--- src/rtl/dwvs_pkg.sv ---
// ----------------------------------------------------------------------------
// dwvs_pkg
// Shared types and constants for the damped wave vertex step block.
// ----------------------------------------------------------------------------
`default_nettype none

package dwvs_pkg;

  localparam int DataWidth = 32;
  localparam int InWords   = 8;
  localparam int OutWords  = 3;
  localparam int InDataW   = InWords * DataWidth;
  localparam int OutDataW  = OutWords * DataWidth;
  localparam int PairW     = DataWidth + 1;

  localparam logic [1:0] RegTimeStep    = 2'd0;
  localparam logic [1:0] RegInvSpacingSq = 2'd1;
  localparam logic [1:0] RegCoupling    = 2'd2;
  localparam logic [1:0] RegDamping     = 2'd3;

  localparam logic [31:0] RstTimeStep     = 32'd65536;
  localparam logic [31:0] RstInvSpacingSq = 32'd65536;
  localparam logic [31:0] RstCoupling     = 32'd2147484;
  localparam logic [31:0] RstDamping      = 32'd2126008811;

  localparam logic [DataWidth-1:0] SatMax = {1'b0, {(DataWidth-1){1'b1}}};
  localparam logic [DataWidth-1:0] SatMin = {1'b1, {(DataWidth-1){1'b0}}};

  typedef struct packed {
    logic [31:0] time_step;
    logic [31:0] inv_spacing_sq;
    logic [31:0] coupling;
    logic [31:0] damping;
  } dwvs_cfg_t;

  typedef struct packed {
    logic [PairW-1:0]     pair_rl;
    logic [PairW-1:0]     pair_ud;
    logic [PairW-1:0]     pair_fb;
    logic [DataWidth-1:0] center;
    logic [DataWidth-1:0] vel_mag;
    logic                 vel_neg;
  } dwvs_word_t;

endpackage

`default_nettype wire

--- src/rtl/dwvs_fifo.sv ---
// ----------------------------------------------------------------------------
// dwvs_fifo
// Two-entry queue between the front and the back of the vertex step.
// ----------------------------------------------------------------------------
`default_nettype none

module dwvs_fifo (
  input  wire logic                clk_i,
  input  wire logic                rst_ni,
  input  wire logic                push_i,
  input  wire dwvs_pkg::dwvs_word_t wdata_i,
  output logic                     full_o,
  output logic                     valid_o,
  input  wire logic                pop_i,
  output dwvs_pkg::dwvs_word_t     rdata_o
);
  import dwvs_pkg::*;

  dwvs_word_t mem_q [2];
  logic       wr_ptr_q, wr_ptr_d;
  logic       rd_ptr_q, rd_ptr_d;
  logic [1:0] cnt_q, cnt_d;

  always_comb begin
    wr_ptr_d = wr_ptr_q ^ push_i;
    rd_ptr_d = rd_ptr_q ^ pop_i;
    cnt_d    = cnt_q + {1'b0, push_i} - {1'b0, pop_i};
  end

  always_ff @(posedge clk_i or negedge rst_ni) begin
    if (!rst_ni) begin
      wr_ptr_q <= 1'b0;
      rd_ptr_q <= 1'b0;
      cnt_q    <= 2'd0;
    end else begin
      wr_ptr_q <= wr_ptr_d;
      rd_ptr_q <= rd_ptr_d;
      cnt_q    <= cnt_d;
    end
  end

  always_ff @(posedge clk_i) begin
    if (push_i) begin
      mem_q[wr_ptr_q] <= wdata_i;
    end
  end

  assign full_o  = cnt_q[1];
  assign valid_o = (cnt_q != 2'd0);
  assign rdata_o = mem_q[rd_ptr_q];

endmodule

`default_nettype wire

--- config.mk ---
export PLATFORM = sky130hd
export DESIGN_NAME = dwvs_fifo
export DESIGN_NICKNAME = d
export VERILOG_FILES = /design/src/rtl/dwvs_pkg.sv /design/src/rtl/dwvs_fifo.sv
export SDC_FILE = /design/constraint.sdc
export NUM_CORES = 1
export LEC_CHECK = 0
export BUFFER_PORTS_ARGS = -buffer_cell sky130_fd_sc_hd__buf_2
export CAP_MARGIN = 20
export CELL_PAD_IN_SITES_DETAIL_PLACEMENT = 0
export CELL_PAD_IN_SITES_GLOBAL_PLACEMENT = 2
export CORE_MARGIN = 5
export CORE_UTILIZATION = 41
export DETAILED_ROUTE_END_ITERATION = 7
export MAX_ROUTING_LAYER = met4
export PLACE_DENSITY = 0.92
export SLEW_MARGIN = 20
export SYNTH_ARGS = -nofsm -noshare
export SYNTH_HDL_FRONTEND = slang
export SYNTH_SLANG_ARGS = --single-unit
export TNS_END_PERCENT = 100
--- constraint.sdc ---
create_clock -name clk_i -period 9.48 [get_ports clk_i]
set_input_delay 0.948 -clock clk_i [delete_from_list [all_inputs] [get_ports clk_i]]
set_output_delay 0.948 -clock clk_i [all_outputs]
set_load 0.02 [all_outputs]
==> results.tsv <==
metric	value	unit
status	finished, final reports clean	
postRouteAntennaNets	0	
crit_path_end_kind	primary output	
min_period	3660	ps
netSwitchingFraction	0.311	
p_switching	1.50	mW
vias	6100	
cp_max_fo	68	
dp_hpwl	16600	um
hold_viol	0	
ys_types	10	
clk_pin_slew	60	ps
post_drt_wl_per_cell	19.0	um
core_area	28900	um^2
fin_ws	5820	ps
gp_congestion	0.730	
cp.required	8530	ps
dpl_worst_slack	6280	ps
setup_tns	0	ps
cp.arrival	2710	ps
max_cap_violations	0	
drv_slew	0	
synth_seq_area_share	0.823	
wl	24700	um
cts_buffer_depth	3	
grt_pass1_wl	36600	um
start_util	0.418	
post_cts_resized	0	
syn_inst	525	
numCtsBuffers	35	
r2r_setup_slack	7190	ps
p_clk_frac	0.272	
peakVddDrop	0.000181	V
final_core_util	0.527	
crit_slowest_cell	buf_4	
drive_gt1_frac	0.612	
die-height	182	um
slew_headroom	0.280	
placedInstanceArea	14100	um^2
worstPathCellList	buf_4 > mux2_2 > buf_2	
p_comb_frac	0.305	
total_power	4.82	mW
leakagePower	5.73	nW
routed_via_density	4.70	
cts_tree	built	
path_class	flop to primary output	
cts-root-buf	clkbuf_16	
stdcell_count	1299	
synth_top_cell_by_area	edfxtp_1	
finalSetupViolations	0	
worstMarginPinSlew	1080	ps
max_stage_delay	780	ps
grt_setup_unrepaired	no	
place.port_buffers	333	
power.density	316	nW/um^2
ff2ff_path_depth	3	
post-route-period-util	0.386	
ios	334	
area_growth	26.1	%
synth.ff_latch_count	332	
worstReg2RegStart	wr_ptr_q	
p_int	3.32	mW
drtIter0Drc	261	
grt_pass1_vias	6664	
drc	0	
postCtsHoldBufs	0	
yosys-top-cells-area	edfxtp_1, mux2_2, buf_6	
firstDrtPassIters	4	
timing.hold.ws	249	ps
clock-sinks	332	
synth_area	12100	um^2
clock_latency	490	ps
rr_endpoint	mem_q[0][7]	
rows	62	
dp_cells	1230	
cp-start-kind	flop	
final_area	15300	um^2
cts_max_level	2	
fp.dieW	182	um
fillers	2350	
grt_max_degree	77	
antenna_found_initial	8	
fin_nets	1055	
min_path_type	input pin to asynchronous set/reset pin	
overflow	0	
die_area	33000	um^2
seqPwrFrac	0.423	
postCtsSetupBuffers	0	
finClkSkew	8.74	ps
path_buf_inv	2	
postSynthAreaPerCell	23.0	um^2
fmax	273	MHz
grt_use_total	0.146	
yosysTopAreaCellShare	0.814	
worst_path_dominant_cell_family	buffers and inverters	
yosys_warnings	0	
synth_fp_nets	697	
-- power groups by stage --
| stage | sequential, mW | combinational, mW | clock (mW) |
|---|---|---|---|
| 2_1_floorplan | 2.07 | 1.09 | 0 |
| 3_3_place_gp | 2.06 | 1.49 | 0 |
| 3_5_place_dp | 2.07 | 1.50 | 0 |
| 4_1_cts | 2.04 | 1.50 | 1.35 |
| 5_1_grt | 2.07 | 1.56 | 1.41 |
| 6_report | 2.04 | 1.47 | 1.31 |
-- routing by layer --
layer	GRT usage	share of wire	vias to the layer above
met2	0.251	0.51	236
met4	0.0393	0.019	0
met1	0.163	0.38	3000
li1	-	-	2828
met5	-	0	-
met3	0.0494	0.088	36
-- worst max-delay path by stage --
stage          startpoint          end  slack (ps)  depth (start not counted)
2_1_floorplan      push_i  mem_q[0][0]        4170                          1
3_3_place_gp     rd_ptr_q  rdata_o[56]        6270                          3
3_5_place_dp     rd_ptr_q   rdata_o[8]        6280                          3
4_1_cts          rd_ptr_q  rdata_o[39]        5740                          3
5_1_grt          rd_ptr_q  rdata_o[56]        5670                          3
6_report         rd_ptr_q  rdata_o[56]        5820                          3
-- cell usage in the layout (no fill, tap or decap) --
cell type	count
dfrtp_1	3
dfrtp_4	1
clkbuf_1	9
inv_1	4
buf_2	333
buf_4	6
mux2_2	164
xor2_1	1
clkinv_2	7
diode_2	8
clkbuf_16	37
edfxtp_1	328
ha_4	2
or2_2	1
clkbuf_8	1
xor3_1	1
bufinv_16	3
ha_1	2
clkinv_1	4
-- state kept, by name, indices dropped and copies added, names as in the netlist --
signal,flops
cnt_q,2
rd_ptr_q,1
wr_ptr_q,1
mem_q,328
-- cell usage after synthesis, drive strengths merged --
master,instances
xor2,1
inv,4
or2,1
mux2,164
buf,18
ha,4
xor3,1
dfrtp,4
edfxtp,328
-- cell type report --
class / instances / area [um^2] / share of cell area
repair buffers: 339 / 1710 / 0.112
multi-input cells: 171 / 1960 / 0.129
clock inverters: 14 / 140 / 0.00919
inverters: 4 / 15.0 / 0.000984
clock buffers: 47 / 973 / 0.0638
diodes: 8 / 20.0 / 0.00131
flip-flops and latches: 332 / 9950 / 0.652
well taps: 384 / 480 / 0.0315
-- worst register-to-register path, cell delays in order (launching register included) --
cell and delay (ps):
dfrtp_1 400, inv_1 100, ha_4 500, buf_4 830
-- kinds of logic after synthesis --
logic type	Yosys count	share of synthesized area
xor gates and xnor gates	2	0.00269
adders and majority gates	4	0.00414
buffers and inverters	22	0.0175
DFF	332	0.823
muxes	164	0.153
and+or+nand+nor	1	0.000518
Power figures use the tool's default switching activity.
