## src/rtl/dwvs_pkg.sv

```systemverilog
// ----------------------------------------------------------------------------
// dwvs_pkg
// Shared types and constants for the damped wave vertex step block.
// ----------------------------------------------------------------------------
`default_nettype none

package dwvs_pkg;

  localparam int DataWidth = 32;
  localparam int InWords   = 8;
  localparam int OutWords  = 3;
  localparam int InDataW   = InWords * DataWidth;
  localparam int OutDataW  = OutWords * DataWidth;
  localparam int PairW     = DataWidth + 1;

  localparam logic [1:0] RegTimeStep    = 2'd0;
  localparam logic [1:0] RegInvSpacingSq = 2'd1;
  localparam logic [1:0] RegCoupling    = 2'd2;
  localparam logic [1:0] RegDamping     = 2'd3;

  localparam logic [31:0] RstTimeStep     = 32'd65536;
  localparam logic [31:0] RstInvSpacingSq = 32'd65536;
  localparam logic [31:0] RstCoupling     = 32'd2147484;
  localparam logic [31:0] RstDamping      = 32'd2126008811;

  localparam logic [DataWidth-1:0] SatMax = {1'b0, {(DataWidth-1){1'b1}}};
  localparam logic [DataWidth-1:0] SatMin = {1'b1, {(DataWidth-1){1'b0}}};

  typedef struct packed {
    logic [31:0] time_step;
    logic [31:0] inv_spacing_sq;
    logic [31:0] coupling;
    logic [31:0] damping;
  } dwvs_cfg_t;

  typedef struct packed {
    logic [PairW-1:0]     pair_rl;
    logic [PairW-1:0]     pair_ud;
    logic [PairW-1:0]     pair_fb;
    logic [DataWidth-1:0] center;
    logic [DataWidth-1:0] vel_mag;
    logic                 vel_neg;
  } dwvs_word_t;

endpackage

`default_nettype wire

```

## src/rtl/dwvs_front.sv

```systemverilog
// ----------------------------------------------------------------------------
// dwvs_front
// Accept vertex words, pair up neighbors and split the velocity sign.
// ----------------------------------------------------------------------------
`default_nettype none

module dwvs_front (
  input  wire logic                          s_valid_i,
  input  wire logic [dwvs_pkg::InDataW-1:0]  s_data_i,
  output logic                               s_ready_o,
  input  wire logic                          q_full_i,
  output logic                               q_push_o,
  output dwvs_pkg::dwvs_word_t               q_word_o
);
  import dwvs_pkg::*;

  logic [DataWidth-1:0] center, nb_right, nb_left, nb_up, nb_down, nb_front, nb_back;
  logic [DataWidth-1:0] velocity_in;

  always_comb begin
    center      = s_data_i[0*DataWidth +: DataWidth];
    nb_right    = s_data_i[1*DataWidth +: DataWidth];
    nb_left     = s_data_i[2*DataWidth +: DataWidth];
    nb_up       = s_data_i[3*DataWidth +: DataWidth];
    nb_down     = s_data_i[4*DataWidth +: DataWidth];
    nb_front    = s_data_i[5*DataWidth +: DataWidth];
    nb_back     = s_data_i[6*DataWidth +: DataWidth];
    velocity_in = s_data_i[7*DataWidth +: DataWidth];

    q_word_o.pair_rl = {nb_right[DataWidth-1], nb_right} + {nb_left[DataWidth-1], nb_left};
    q_word_o.pair_ud = {nb_up[DataWidth-1], nb_up} + {nb_down[DataWidth-1], nb_down};
    q_word_o.pair_fb = {nb_front[DataWidth-1], nb_front} + {nb_back[DataWidth-1], nb_back};
    q_word_o.center  = center;
    q_word_o.vel_neg = velocity_in[DataWidth-1];
    q_word_o.vel_mag = velocity_in[DataWidth-1] ? (~velocity_in + 1'b1) : velocity_in;
  end

  assign s_ready_o = !q_full_i;
  assign q_push_o  = s_valid_i && !q_full_i;

endmodule

`default_nettype wire

```

## config.mk

```make
export PLATFORM = sky130hd
export DESIGN_NAME = dwvs_front
export DESIGN_NICKNAME = d
export VERILOG_FILES = /design/src/rtl/dwvs_pkg.sv /design/src/rtl/dwvs_front.sv
export SDC_FILE = /design/constraint.sdc
export NUM_CORES = 1
export LEC_CHECK = 0
export ABC_CLOCK_PERIOD_IN_PS = 2900
export BUFFER_PORTS_ARGS = -buffer_cell sky130_fd_sc_hd__buf_2
export CAP_MARGIN = 20
export CORE_AREA = 2 2 165 167
export DETAILED_ROUTE_END_ITERATION = 10
export DIE_AREA = 0 0 167 169
export MAX_ROUTING_LAYER = met4
export PLACE_DENSITY = 0.56
export SYNTH_ARGS = -nofsm -noshare
export SYNTH_HDL_FRONTEND = slang
export SYNTH_SLANG_ARGS = --single-unit
export TNS_END_PERCENT = 100
```

## constraint.sdc

```tcl
create_clock -name vclk -period 2.9
set_input_delay 0.29 -clock vclk [all_inputs]
set_output_delay 0.29 -clock vclk [all_outputs]
set_load 0.03 [all_outputs]
```

==> results by stage, run 1 <==
Pwr:
- For this design the static power due to leakage is 4.82 nW.
- The switching share of power is 58.4%.
- The clock share of power is 0%.
- IR analysis of the VDD net gives a maximum drop of 0.224 mV.
- The internal portion of the total power is 1.30 mW.
- The net switching power is 1.83 mW.
- The share of total power in sequential cells is 0%.
- Power spread over the standard cell area amounts to 319 nW/um2.
- The portion of total power attributed to combinational logic is 100.0%.

STA:
- Setup repair after global routing could not meet its margin everywhere.
- Setup violations remaining at the end of the flow were counted as 8.
- In this run the tightest slew margin relative to its limit is 44.6%.
- For the finished layout, the period the worst path requires is 3.06 ns.
- The count of final max-slew check failures is 0.
- The final clock period utilization by the worst path is 106%.
- The number of hold-slack violations in the final timing report is 0.
- The worst path setup slack after routing is -0.161 ns.
- Based on the critical path, the design can be clocked at up to 327 MHz.
- For the pin with the worst max-slew slack, the measured transition is 0.810 ns.

Global route:
- The wire length of the first global-routing pass is 35200 um.
- Global routing consumed, over all layers together, 15.0% of the routing resources.
- The via count of the first global-routing pass is 7129.
- The initial antenna violation count is 2.
- The pin count of the biggest net entering global routing is 35.
- The overall overflow remaining after global route is 0.

Cells and area:
- Registers take 0 um2.
- The final core utilization is 37.0%.
- Leaving out fill and tap cells, the most frequent cells in the layout are sky130_fd_sc_hd__buf_2 (318), sky130_fd_sc_hd__buf_4 (148), sky130_fd_sc_hd__xnor2_1 (76).
- There are 0 flip-flops and latches.
- The finished cells cover 9800 um2.
- The number of clock buffer instances in the layout is 0.
- Cells with a size suffix above 1 make up 50.9% of the layout.
- The number of nets at the end of the flow is 1599.
- Relative to the synthesized area, the layout overhead comes to 73.0%.
- After filler insertion, the fill cell instance count of the layout stands at 2760.
- In the final layout, the multi-input gates occupy 6140 um2.
- The most common cell after layout, fill and taps aside is sky130_fd_sc_hd__buf_2.

Detailed routing:
- The number of nets still failing antenna checks after routing is 0.
- After detailed routing, no signal wire sits above met4.
- The average wire per standard cell is 14.7 um.
- The total number of vias is 7563.
- In the final routing, the length of wire on met1 measures 10100 um.
- After the first detailed-routing iteration, the DRC count stood at 289.
- The vias per cell is 4.78.
- For this block, the routed nets add up to 23300 um of wire.
- Wire segments on met2 add up to 11700 um in the final route.
- The count of unresolved DRC violations after routing is 0.
- The detailed-routing iteration count for the pre-antenna-repair pass is 4.
- The routed length on met3 is 1100 um.

Setup path:
- The worst setup path is launched from a primary input.
- STA classifies the critical path endpoint as an output port.
- In this run the worst path has a maximum fanout of 3.
- The signal arrival time at the worst endpoint is 2.77 ns.
- The worst setup path is of the in -> out kind.
- The data required time of the critical path is 2.61 ns.

Logic synthesis:
- The warning count from the yosys run is 0.
- Sequential elements use 0% of the synthesized area.
- Of all cell types, the one taking the most synthesized area is sky130_fd_sc_hd__ha_1.
- Summing every instance area after synthesis gives 5660 um2.
- The mean cell area of the mapped netlist is 7.19 um2.
- After synthesis, the netlist uses 61 different library cells.
- In the synthesized netlist, the number of instances is 787.
- By area the synthesized netlist is led by sky130_fd_sc_hd__ha_1 (21%), sky130_fd_sc_hd__xnor2_1 (13%), sky130_fd_sc_hd__a21o_1 (7.8%).
- The post-synth net total is 1145.
- Summed over its instances, the top area cell type makes up 21.4% of the synthesized netlist area.

Floorplanning:
- The die covers 28200 um2.
- The area inside the core boundary is 26500 um2.
- Once the floorplan was initialized, standard cells occupied 21.4% of the core.
- The height of the chip is 169 um.
- 424 I/O pins were placed.
- The placement row count is 60.
- The floorplan step set the die width to 167 um.

Placed design:
- The count of buffers inserted at the top-level ports is 360.
- Summed over all nets, the half-perimeter wirelength after detailed placement is 19600 um.
- In this run the cell area measured after placement is 8630 um2.
- At the end of routability-driven placement, the weighted congestion stood at 0.871.

Job:
- The max-capacitance violation count is 0.

Hold path:
- The min-delay analysis places its worst path in the category in -> out.

Clock tree:
- After clock tree synthesis, the flow added hold-fix buffers numbering 0.

Status:
- The final reports fail on setup timing.
- The run finished, with violations left.
## per-stage QoR
stage | hold WS (ns) | setup slack [ns] | power [mW] | TNS, ns | instances
final | 0.580 | -0.161 | 3.13 | -0.659 | 1582
after global placement | 0.580 | -0.332 | 2.76 | -5.19 | 1557
after CTS | 0.580 | -0.195 | 2.96 | -0.513 | 1569
after floorplan | 0.690 | 0.0113 | 1.87 | 0 | 787
after global routing | 0.580 | -0.286 | 3.34 | -2.24 | 1582
after detailed placement | 0.580 | -0.351 | 2.77 | -5.98 | 1557
## cell families after synthesis
family,synth area share [%]
buffers and inverters,7.40
multiplexers,0.177
adder cells (fa/ha/maj),22.5
AO/OA/AOI/OAI,34.6
AND/OR/NAND/NOR,17.8
XOR/XNOR,17.5
## per-layer routing
metal / GRT usage [%] / up-vias
met5: - / -
met4: 2.17 / 0
met3: 1.10 / 32
met2: 26.3 / 241
met1: 19.2 / 3469
li1: - / 3821
## synth_stat cells, types with 3 or more instances
| library cell | count |
|---|---|
| sky130_fd_sc_hd__ha_1 | 97 |
| sky130_fd_sc_hd__a21oi_1 | 86 |
| sky130_fd_sc_hd__xnor2_1 | 83 |
| sky130_fd_sc_hd__a21o_1 | 59 |
| sky130_fd_sc_hd__nand2_1 | 49 |
| sky130_fd_sc_hd__nor2_1 | 41 |
| sky130_fd_sc_hd__o21ai_0 | 39 |
| sky130_fd_sc_hd__buf_4 | 34 |
| sky130_fd_sc_hd__xor2_1 | 30 |
| sky130_fd_sc_hd__inv_1 | 26 |
| sky130_fd_sc_hd__nand3_1 | 20 |
| sky130_fd_sc_hd__o21bai_1 | 19 |
| sky130_fd_sc_hd__clkbuf_1 | 15 |
| sky130_fd_sc_hd__nand2b_1 | 14 |
| sky130_fd_sc_hd__nand4_1 | 14 |
| sky130_fd_sc_hd__o31ai_1 | 13 |
| sky130_fd_sc_hd__a31oi_1 | 11 |
| sky130_fd_sc_hd__and3_1 | 11 |
| sky130_fd_sc_hd__nor3_1 | 9 |
| sky130_fd_sc_hd__a211oi_1 | 8 |
| sky130_fd_sc_hd__o21a_1 | 8 |
| sky130_fd_sc_hd__nor2b_1 | 7 |
| sky130_fd_sc_hd__o21ai_1 | 7 |
| sky130_fd_sc_hd__and2_1 | 6 |
| sky130_fd_sc_hd__or3_1 | 6 |
| sky130_fd_sc_hd__nor4_1 | 5 |
| sky130_fd_sc_hd__o41ai_1 | 5 |
| sky130_fd_sc_hd__a311o_1 | 4 |
| sky130_fd_sc_hd__o211ai_1 | 4 |
| sky130_fd_sc_hd__a221o_1 | 3 |
| sky130_fd_sc_hd__fa_1 | 3 |
| sky130_fd_sc_hd__nand3b_1 | 3 |
| sky130_fd_sc_hd__nor3b_1 | 3 |
| sky130_fd_sc_hd__o31a_1 | 3 |
| sky130_fd_sc_hd__or4_1 | 3 |
## final timing paths
| kind | start | depth (start not counted) | slack [ns] | end |
|---|---|---|---|---|
| worst min-delay path | s_data_i[0] | 0 | 0.58 | q_word_o[33] |
| worst max-delay path | s_data_i[32] | 13 | -0.16 | q_word_o[161] |
## area by class of cell
cell class	count	share of cell area (%)
multi-input cells	710	62.7
diodes	2	0.0511
inverters	26	0.996
repair buffers	503	31.9
well taps	341	4.36
## power by group through the flow
stage / sequential, mW / clock (mW) / combinational [mW]
CTS: 0 / 0 / 2.96
detailed placement: 0 / 0 / 2.77
finish: 0 / 0.0000000923 / 3.13
global route: 0 / 0.0000000922 / 3.34
global placement: 0 / 0 / 2.76
floorplan: 0 / 0 / 1.87
## repair_timing
action / CTS / global route
setup endpoints to repair: 35 / 40
gates resized for setup: 101 / 109
endpoints found under the hold margin: 0 / 0
pin swaps: 58 / 75
setup buffers: 12 / 12
## critical path, cell delays in order
cell                       delay [ns]
sky130_fd_sc_hd__buf_6           0.10
sky130_fd_sc_hd__ha_4            0.15
sky130_fd_sc_hd__fa_2            0.34
sky130_fd_sc_hd__a211oi_2        0.21
sky130_fd_sc_hd__nor2_2          0.07
sky130_fd_sc_hd__o31ai_2         0.29
sky130_fd_sc_hd__nor3b_2         0.12
sky130_fd_sc_hd__nor2_2          0.17
sky130_fd_sc_hd__o311ai_4        0.10
sky130_fd_sc_hd__a311o_1         0.42
sky130_fd_sc_hd__a21oi_1         0.14
sky130_fd_sc_hd__and4b_1         0.23
sky130_fd_sc_hd__buf_6           0.14
Note: power is estimated with default switching activity, not from simulation.
==> run 2: changes to the inputs <==
ABC_CLOCK_PERIOD_IN_PS = 3620   (was 2900)
CORE_AREA = 2 2 166 168   (was 2 2 165 167)
DIE_AREA = 0 0 168 170   (was 0 0 167 169)
PLACE_DENSITY = 0.54   (was 0.56)
clock period = 3.62 ns   (was 2.9 ns; I/O delays follow)
==> results by stage, run 2 (same netlist as run 1, synthesis figures left out) <==
STA:
- Derived from the worst setup path, the maximum achievable clock frequency is 292 MHz.
- The count of final max-slew check failures is 0 (unchanged).
- The actual slew at the worst max-slew pin is 0.520 ns (was 0.810 ns).
- The number of hold-slack violations in the final timing report is 0 (unchanged).
- The time the final worst path needs with I/O delays and setup is 3.43 ns.
- The setup TNS after final layout is 0 ns (was -0.659 ns).
- The final clock period utilization by the worst path is 94.7%.
- Unrepaired setup endpoints after global routing: yes (unchanged).
- The final count of negative-setup-slack endpoints came to 0 (was 8).
- The relative max-transition margin is 65.0% (was 44.6%).
- The worst path setup slack after routing is 0.191 ns (was -0.161 ns).

Detailed routing:
- The vias per cell is 4.84 (was 4.78).
- The detailed-routing iteration count for the pre-antenna-repair pass was 5 (was 4).
- The routed wire length is 21000 um (was 23300 um).
- The met2 layer wire length in the routed design is 10500 um (was 11700 um).
- The sum of routed wire segments on met1 is 8960 um (was 10100 um).
- The top routing layer in use was met4 (unchanged).
- The count of unresolved DRC violations after routing is 0 (unchanged).
- The routed length on met3 is 1240 um (was 1100 um).
- The average wire per standard cell is 14.4 um (was 14.7 um).
- The number of nets still failing antenna checks after routing is 0 (unchanged).
- The violation count after the first detailed-route iteration was 242 (was 289).
- The total number of vias is 7063 (was 7563).

Floorplanning:
- The die span in x is 168 um (was 167 um).
- The number of placed I/O pins came to 424 (unchanged).
- The height of the chip was 170 um (was 169 um).
- The placement row count is 60 (unchanged).
- The initial core utilization is 21.2% (was 21.4%).
- The die outline area is 28600 um2 (was 28200 um2).
- The area inside the core boundary came to 26700 um2 (was 26500 um2).

Cells and area:
- Commonest cells after routing, fill and taps aside: sky130_fd_sc_hd__buf_2 (357), sky130_fd_sc_hd__ha_1 (97), sky130_fd_sc_hd__a21oi_1 (85) (was sky130_fd_sc_hd__buf_2 (318), sky130_fd_sc_hd__buf_4 (148), sky130_fd_sc_hd__xnor2_1 (76)).
- The total of fill cells in the finished design is 3021 (was 2760).
- The post-layout instance count excluding filler cells came to 1458 (was 1582).
- The fraction of layout instances using a drive strength above 1 is 34.7% (was 50.9%).
- The number of nets at the end of the flow is 1474 (was 1599).
- The number of clock buffer instances in the layout is 0 (unchanged).
- The area overhead of the layout relative to synthesis is 36.6% (was 73.0%).
- The final core utilization is 29.0% (was 37.0%).
- The number of sequential storage elements is 0 (unchanged).
- The area occupied by registers is 0 um2 (unchanged).
- The most common cell after layout, fill and taps aside was sky130_fd_sc_hd__buf_2 (unchanged).

Global route:
- The overall overflow remaining after global route came to 0 (unchanged).
- The pin count of the biggest net entering global routing was 35 (unchanged).
- The wire length of the first global-routing pass came to 32300 um (was 35200 um).
- The initial antenna violation count is 3 (was 2).
- The via count of the first global-routing pass came to 6877 (was 7129).
- The global-route usage over all layers is 13.7% (was 15.0%).

Setup path:
- The largest fanout on the critical path is 3 (unchanged).
- The top cell family by delay on the critical path is compound AO/OA/AOI/OAI gates (unchanged).
- CP cell instances: buf_2, ha_1, fa_1, a211oi_1, o21bai_1, a21oi_1, o21bai_1, a21oi_1, o21ai_0, nand3_1, nor3_1, o22ai_1, buf_2 (was buf_6, ha_4, fa_2, a211oi_2, nor2_2, o31ai_2, nor3b_2, nor2_2, o311ai_4, a311o_1, a21oi_1, and4b_1, buf_6).
- The data required time of the critical path came to 3.26 ns (was 2.61 ns).
- The kind of end point of the critical path is an output port (unchanged).
- The number of buffers and inverters on the critical path was 2 (unchanged).
- The critical path class is in -> out (unchanged).
- The category of the worst setup path launch point is a primary input (unchanged).
- The cell with the largest stage delay on the worst path is sky130_fd_sc_hd__fa_1 (was sky130_fd_sc_hd__a311o_1).
- The signal arrival time at the worst endpoint came to 3.07 ns (was 2.77 ns).
- The biggest cell delay along the critical path is 0.43 ns (was 0.42 ns).

Placed design:
- The weighted congestion reported at the end of routability-driven placement is 0.879 (was 0.871).
- The count of placed standard cells including taps came to 1455 (was 1557).
- The pre-CTS setup slack came to -0.0148 ns (was -0.351 ns).
- The count of buffers inserted at the top-level ports is 360 (unchanged).
- The sum of net half-perimeters after detailed placement is 18800 um (was 19600 um).

Pwr:
- The clock share of power is 0% (about the same).
- The cell-internal power is 0.731 mW (was 1.30 mW).
- The share of total power in sequential cells came to 0% (about the same).
- The portion of total power attributed to combinational logic came to 100.0% (about the same).
- The net switching power is 1.30 mW (was 1.83 mW).
- The power per cell area is 263 nW/um2 (was 319 nW/um2).
- The peak supply drop is 0.144 mV (was 0.224 mV).
- The leakage power was 3.99 nW (was 4.82 nW).
- The power after layout is 2.04 mW (was 3.13 mW).
- The switching share of power was 64.1% (was 58.4%).

Job:
- The max-capacitance violation count is 0 (unchanged).

Status:
- Run status: completed (was finished, violations left).

Hold path:
- The classification of the worst-slack hold path is in -> out (unchanged).
-- run 2: changes by cell type in the layout (fill, tap and decap cells not counted), moves of 19 or more --
cell | before | now
sky130_fd_sc_hd__buf_2 | 318 | 357
sky130_fd_sc_hd__a21oi_1 | 63 | 85
sky130_fd_sc_hd__ha_4 | 24 | 0
sky130_fd_sc_hd__buf_4 | 148 | 20
sky130_fd_sc_hd__ha_1 | 71 | 97
sky130_fd_sc_hd__buf_6 | 31 | 0
sky130_fd_sc_hd__a21oi_2 | 21 | 2
-- run 2: path summary, 6_finish.rpt --
| check | slack [ns] | from | cells after the start | endpoint |
|---|---|---|---|---|
| setup / recovery | 0.19 | s_data_i[160] | 13 | q_word_o[97] |
| hold / removal | 0.72 | s_data_i[0] | 0 | q_word_o[33] |
-- run 2: through the flow --
stage                     hold slack [ns]  instance area, um2
final                               0.724                7730
after global routing                0.724                7730
after CTS                           0.724                7700
after detailed placement            0.724                7700
after global placement              0.724                7700
after floorplan                     0.834                5660
-- run 2: timing repair --
item,in CTS,in global routing
gates resized for setup,1,8
setup endpoints to repair,1,7
buffers inserted,0,0
hold buffers,0,0
pin swaps,0,2
-- run 2: layout make-up --
class	count	area (um2)	share of cell area, %
Tap cell	341	427	5.52
Inverter	26	97.6	1.26
Multi-Input combinational cell	710	5260	68.0
Antenna cell	3	7.51	0.0971
Timing Repair Buffer	378	1940	25.1
-- run 2: power groups by stage --
stage | Combinational [mW] | Sequential [mW] | Clock [mW]
6_report | 2.04 | 0 | 0.000000111
5_1_grt | 2.20 | 0 | 0.000000111
4_1_cts | 2.04 | 0 | 0
3_5_place_dp | 2.03 | 0 | 0
3_3_place_gp | 2.04 | 0 | 0
2_1_floorplan | 1.46 | 0 | 0
-- run 2: layer usage --
| layer | vias to the layer above | global-route usage (%) |
|---|---|---|
| met3 | 20 | 1.65 |
| met2 | 234 | 25.2 |
| met1 | 3229 | 16.3 |
| met4 | 0 | 2.00 |
| li1 | 3580 | - |
| met5 | - | - |
